==> src/rtl/core/rpcz_pkg.sv <==
`timescale 1ns / 1ps
`default_nettype none
// ----------------------------------------------------------------------------
// rpcz_pkg
// shared types, widths and constants of the rolling pair correlation unit
// ----------------------------------------------------------------------------
package rpcz_pkg;

    localparam int unsigned MaxPairsDef    = 4096;
    localparam int unsigned MaxLookbackDef = 256;
    localparam int unsigned PriceBitsDef   = 24;

    localparam int unsigned LenW  = 9;
    localparam int unsigned PairW = 12;
    localparam int unsigned ThrW  = 16;
    localparam int unsigned CorrW = 16;
    localparam int unsigned SigW  = 2;
    localparam int unsigned ReqW  = 2;

    localparam logic [ReqW-1:0] REQ_START = 2'd0;
    localparam logic [ReqW-1:0] REQ_ADD   = 2'd1;
    localparam logic [ReqW-1:0] REQ_SLIDE = 2'd2;
    localparam logic [ReqW-1:0] REQ_NONE  = 2'd3;

    localparam logic [LenW-1:0] LEN_RESET = 9'd64;

    // datapath step commands
    typedef enum logic [3:0] {
        CMD_IDLE,
        CMD_LOAD,
        CMD_CLEAR,
        CMD_READ,
        CMD_UPD,
        CMD_WRITE,
        CMD_VAR,
        CMD_SQRT,
        CMD_DEN,
        CMD_DIV,
        CMD_SIG,
        CMD_DONE
    } t_cmd;

    typedef enum logic [3:0] {
        ST_IDLE,
        ST_CLEAR,
        ST_READ,
        ST_READ2,
        ST_UPD,
        ST_WRITE,
        ST_VAR,
        ST_SQRT,
        ST_DEN,
        ST_DIV,
        ST_SIG,
        ST_OUT
    } t_state;

    typedef struct packed {
        t_cmd cmd;
        logic start_iter;
    } t_ctrl;

    typedef struct packed {
        logic iter_done;
        logic clear_done;
    } t_stat;

endpackage
`default_nettype wire

==> src/rtl/core/rpcz_ctrl.sv <==
`timescale 1ns / 1ps
`default_nettype none
// ----------------------------------------------------------------------------
// rpcz_ctrl
// sequencer for the clear sweep, update, square roots, divide and signal
// ----------------------------------------------------------------------------
module rpcz_ctrl
    import rpcz_pkg::*;
(
    input  wire   i_clk,
    input  wire   i_rst_n,
    input  wire   i_start,
    input  wire   i_out_free,
    input  t_stat i_stat,
    output t_ctrl o_ctrl,
    output logic  o_busy,
    output logic  o_ready
);

    t_state r_state, n_state;

    always_ff @(posedge i_clk) begin
        if (!i_rst_n) begin
            r_state <= ST_CLEAR;
        end else begin
            r_state <= n_state;
        end
    end

    always_comb begin
        n_state = r_state;
        case (r_state)
            ST_CLEAR: if (i_stat.clear_done) n_state = ST_IDLE;
            ST_IDLE:  if (i_start) n_state = ST_READ;
            ST_READ:  n_state = ST_READ2;
            ST_READ2: n_state = ST_UPD;
            ST_UPD:   n_state = ST_WRITE;
            ST_WRITE: n_state = ST_VAR;
            ST_VAR:   n_state = ST_SQRT;
            ST_SQRT:  if (i_stat.iter_done) n_state = ST_DEN;
            ST_DEN:   n_state = ST_DIV;
            ST_DIV:   if (i_stat.iter_done) n_state = ST_SIG;
            ST_SIG:   if (i_out_free) n_state = ST_IDLE;
            default:  n_state = ST_IDLE;
        endcase
    end

    always_comb begin
        o_ctrl.cmd        = CMD_IDLE;
        o_ctrl.start_iter = 1'b0;
        o_busy            = 1'b1;
        o_ready           = 1'b0;
        case (r_state)
            ST_CLEAR: o_ctrl.cmd = CMD_CLEAR;
            ST_IDLE: begin
                o_busy     = 1'b0;
                o_ready    = 1'b1;
                o_ctrl.cmd = CMD_LOAD;
            end
            ST_READ:  o_ctrl.cmd = CMD_READ;
            ST_READ2: o_ctrl.cmd = CMD_IDLE;
            ST_UPD:   o_ctrl.cmd = CMD_UPD;
            ST_WRITE: o_ctrl.cmd = CMD_WRITE;
            ST_VAR: begin
                o_ctrl.cmd        = CMD_VAR;
                o_ctrl.start_iter = 1'b1;
            end
            ST_SQRT:  o_ctrl.cmd = CMD_SQRT;
            ST_DEN: begin
                o_ctrl.cmd        = CMD_DEN;
                o_ctrl.start_iter = 1'b1;
            end
            ST_DIV:   o_ctrl.cmd = CMD_DIV;
            ST_SIG: begin
                if (i_out_free) o_ctrl.cmd = CMD_SIG;
            end
            default:  o_ctrl.cmd = CMD_IDLE;
        endcase
    end

endmodule
`default_nettype wire

==> config.mk <==
export PLATFORM = sky130hd
export DESIGN_NAME = rpcz_ctrl
export DESIGN_NICKNAME = d
export VERILOG_FILES = /design/src/rtl/core/rpcz_pkg.sv /design/src/rtl/core/rpcz_ctrl.sv
export SDC_FILE = /design/constraint.sdc
export NUM_CORES = 1
export LEC_CHECK = 0
export BUFFER_PORTS_ARGS = -buffer_cell sky130_fd_sc_hd__clkbuf_2
export CAP_MARGIN = 20
export CELL_PAD_IN_SITES_DETAIL_PLACEMENT = 1
export CELL_PAD_IN_SITES_GLOBAL_PLACEMENT = 2
export CORE_MARGIN = 2
export CORE_UTILIZATION = 22
export CTS_BUF_LIST = sky130_fd_sc_hd__clkbuf_16
export CTS_CLUSTER_SIZE = 24
export DETAILED_ROUTE_END_ITERATION = 10
export PLACE_DENSITY = 0.73
export SETUP_SLACK_MARGIN = 0.1
export SYNTH_ARGS = -nofsm -noshare
export SYNTH_HDL_FRONTEND = slang
export SYNTH_SLANG_ARGS = --single-unit
==> constraint.sdc <==
create_clock -name i_clk -period 1.4 [get_ports i_clk]
set_input_delay 0.07 -clock i_clk [delete_from_list [all_inputs] [get_ports i_clk]]
set_output_delay 0.07 -clock i_clk [all_outputs]
set_load 0.05 [all_outputs]
==> flow_metrics.env <==
export IMPL_status="finished, violations left"
export IMPL_violations="negative setup slack"
export IMPL_syn_avg_cell_area_um2=7.31
export IMPL_yosys_top_cells_count="a21oi_1, nand2b_1, dfxtp_1, nor2_1, o21ai_0"
export IMPL_drv_slew=0
export IMPL_crit_required_ps=1510
export IMPL_ys_seq_elements=4
export IMPL_finalWorstSetupSlack_ps=-53.5
export IMPL_maxCapViolations=0
export IMPL_fmax_ghz=0.688
export IMPL_comb_power_share_pct=73.3
export IMPL_syn2layout_area_growth_pct=118
export IMPL_pre_cts_ws_ps=-82.0
export IMPL_tightest_slew_ps=248
export IMPL_p_seq_share_pct=8.5
export IMPL_cts_max_level=1
export IMPL_p_int_mw=1.38
export IMPL_final_area_um2=828
export IMPL_grt_overflow=0
export IMPL_grt_first_pass_wirelength_mm=2.32
export IMPL_yosysWarnings=0
export IMPL_synth_distinct_cells=27
export IMPL_synthesis_nets=58
export IMPL_reg_top3="r_state (4)"
export IMPL_num_io_pins=13
export IMPL_post_dp_hpwl_um=927
export IMPL_regMostFlops="r_state"
export IMPL_die_y_um=45.6
export IMPL_antenna_found_initial=0
export IMPL_start_util_pct=22.8
export IMPL_syn_area_um2=380
export IMPL_cts_sinks=4
export IMPL_hold_viol=0
export IMPL_grt_pass1_vias=482
export IMPL_switching_share_pct=43.4
export IMPL_hold_path_class="in2reg"
export IMPL_cts_buffer_depth=2
export IMPL_coreArea_mm2=0.00167
export IMPL_timing_final_crit_share_pct=104
export IMPL_yosysTopAreaCellShare_pct=21.1
export IMPL_async_flop_share_pct=0
export IMPL_crit_arrival_ps=1560
export IMPL_startpoint="r_state[3]$_SDFFE_PN0P_"
export IMPL_first_iter_violations=0
export IMPL_vias=476
export IMPL_crit_path_max_fanout=4
export IMPL_period_needed_ps=1450
export IMPL_vdd_ir_drop_max_mv=0.972
export IMPL_max_slew_margin_pct=83.3
export IMPL_clk_latency_ps=220
export IMPL_fin_skew_ps=1.27
export IMPL_reg2reg_slack_ps=-50
export IMPL_rows=15
export IMPL_power_leakage_nw=0.347
export IMPL_setup_viol_count_final=5
export IMPL_critical_path_class="reg2reg"
export IMPL_synth_edf_count=0
export IMPL_wl_per_cell_um=14.7
export IMPL_synth_area_leaders="dfxtp_1, nand2b_1, a21oi_1, o221a_1, o21ai_0"
export IMPL_fin_nets=86
export IMPL_p_per_area_mw_per_mm2=2940
export IMPL_crit_path_end_kind="flop"
export IMPL_clkPwrFrac_pct=18.3
export IMPL_gp_congestion=0.744
export IMPL_place_area_um2=601
export IMPL_track_usage_pct=16.4
export IMPL_whs_ps=90.1
export IMPL_drt_wl_total_mm=1.40
export IMPL_die_w_um=45.6
export IMPL_firstDrtPassIters=1
export IMPL_p_sw_mw=1.06
export IMPL_die_area_mm2=0.00208
export IMPL_grt_max_degree=10
export IMPL_r2r_end="r_state[1]$_SDFFE_PN0P_"
export IMPL_largest_reg_flops=4
export IMPL_drc=0
export IMPL_cts_tree="yes"
export IMPL_synthCells=52
export IMPL_via_per_inst=5.01
export IMPL_total_power_mw=2.44
export IMPL_clockRootBuffer="clkbuf_16"
export IMPL_synth_seq_area_share_pct=21.1
export IMPL_reg2reg_depth=4
export IMPL_clk_pin_slew_ps=30
export IMPL_postRouteAntennaNets=0
export IMPL_n_antenna_cell=0
export IMPL_crit_path_end="r_state[1]$_SDFFE_PN0P_"
export IMPL_numCtsBuffers=3
export IMPL_cts_hold_buffers=0
export IMPL_portBuffers=12
export IMPL_final_setup_tns_ps=-158
export IMPL_ys_flop_type="dfxtp_1"
export IMPL_r2r_start="r_state[3]$_SDFFE_PN0P_"
export IMPL_layout_drive_gt1_share_pct=65.4
export IMPL_rsz0062_at_grt="yes"
export IMPL_cp_start_kind="flop"
export IMPL_yosys_area_top_type="dfxtp_1"
[stage by stage]
step / cells / utilization (%)
4_1_cts: 94 / 48.8
2_1_floorplan: 52 / -
3_3_place_gp: 87 / 36.0
6_report: 95 / 49.6
3_5_place_dp: 87 / 36.0
5_1_grt: 95 / 49.6
[cells in the final DEF, fill, tap and decap left out]
| cell | synthesis | layout |
|---|---|---|
| a211oi_1 | 1 | 1 |
| a211oi_2 | 1 | 1 |
| a21o_1 | 1 | 1 |
| a21oi_1 | 5 | 3 |
| a21oi_2 | 2 | 1 |
| a21oi_4 | 0 | 3 |
| a31oi_4 | 0 | 1 |
| buf_2 | 1 | 1 |
| buf_4 | 1 | 11 |
| buf_6 | 0 | 4 |
| buf_8 | 0 | 3 |
| clkbuf_16 | 0 | 5 |
| clkbuf_2 | 0 | 5 |
| clkbuf_4 | 0 | 1 |
| clkbuf_8 | 0 | 1 |
| clkinvlp_4 | 0 | 2 |
| dfxtp_2 | 0 | 4 |
| inv_1 | 3 | 1 |
| nand2_1 | 3 | 2 |
| nand2_4 | 0 | 1 |
| nand2b_1 | 5 | 3 |
| nand2b_4 | 0 | 2 |
| nand3b_1 | 1 | 1 |
| nand4_1 | 1 | 1 |
| nand4bb_1 | 1 | 1 |
| nor2_1 | 4 | 4 |
| nor3_4 | 0 | 1 |
| nor4bb_1 | 1 | 1 |
| o211ai_1 | 1 | 1 |
| o21ai_0 | 4 | 3 |
| o21ai_2 | 0 | 1 |
| o221a_1 | 2 | 2 |
| or2_2 | 1 | 1 |
| or2b_1 | 1 | 1 |
| or3b_4 | 0 | 1 |
| or4b_4 | 0 | 1 |
| xor2_1 | 1 | 1 |
[worst min path at each step]
stage                 start                 endpoint  slack (ps)  depth (start not counted)
floorplan           i_rst_n  r_state[0]$_SDFFE_PN1P_         160                          1
global placement    i_rst_n  r_state[0]$_SDFFE_PN1P_         310                          2
detailed placement  i_rst_n  r_state[0]$_SDFFE_PN1P_         310                          2
CTS                 i_rst_n  r_state[0]$_SDFFE_PN1P_          80                          2
global route        i_rst_n  r_state[0]$_SDFFE_PN1P_         110                          2
finish              i_rst_n  r_state[0]$_SDFFE_PN1P_          90                          2
[worst max-delay path, cell delays in order, from the launching register on]
cell,delay (ps)
dfxtp_2,330
or4b_4,530
a21oi_4,170
a211oi_2,60
o221a_1,250
[power by group through the flow]
stage	Combinational (mW)	Sequential [mW]	Clock, mW
detailed placement	1.37	0.195	0
global placement	1.35	0.190	0
floorplan	1.05	0.192	0
CTS	1.74	0.204	0.450
global route	1.90	0.214	0.466
finish	1.79	0.206	0.445
[timing repair]
action / in CTS / in global routing
pin swaps: 4 / 1
setup buffers: 3 / 1
endpoints found under the setup margin: 10 / 10
cloned: 1 / 0
resized for setup: 24 / 4
[layout make-up]
| class | instances | area [um^2] |
|---|---|---|
| clock buffer | 3 | 75.1 |
| inverter | 3 | 18.8 |
| sequential | 4 | 85.1 |
| timing repair buffer | 28 | 274 |
| fill | 197 | 842 |
| multi-input combinational | 40 | 354 |
| tap | 17 | 21.3 |
[logic make-up (layout without fill, tap and decap cells)]
| kind of cell | Yosys count | after routing | synth area share [%] |
|---|---|---|---|
| AOI/OAI and AO/OA | 18 | 18 | 33.2 |
| DFF | 4 | 4 | 21.1 |
| and+or+nand+nor | 21 | 21 | 34.2 |
| xor gates and xnor gates | 1 | 1 | 2.30 |
| buffers and inverters | 8 | 34 | 9.21 |
[metal layers]
| metal | track usage, % | wire [um] |
|---|---|---|
| met5 | 0 | 0 |
| met4 | 8.82 | 22 |
| met3 | 2.38 | 16 |
| met2 | 25.6 | 701 |
| met1 | 21.4 | 660 |
No activity file was read; power rests on OpenSTA's default activity.
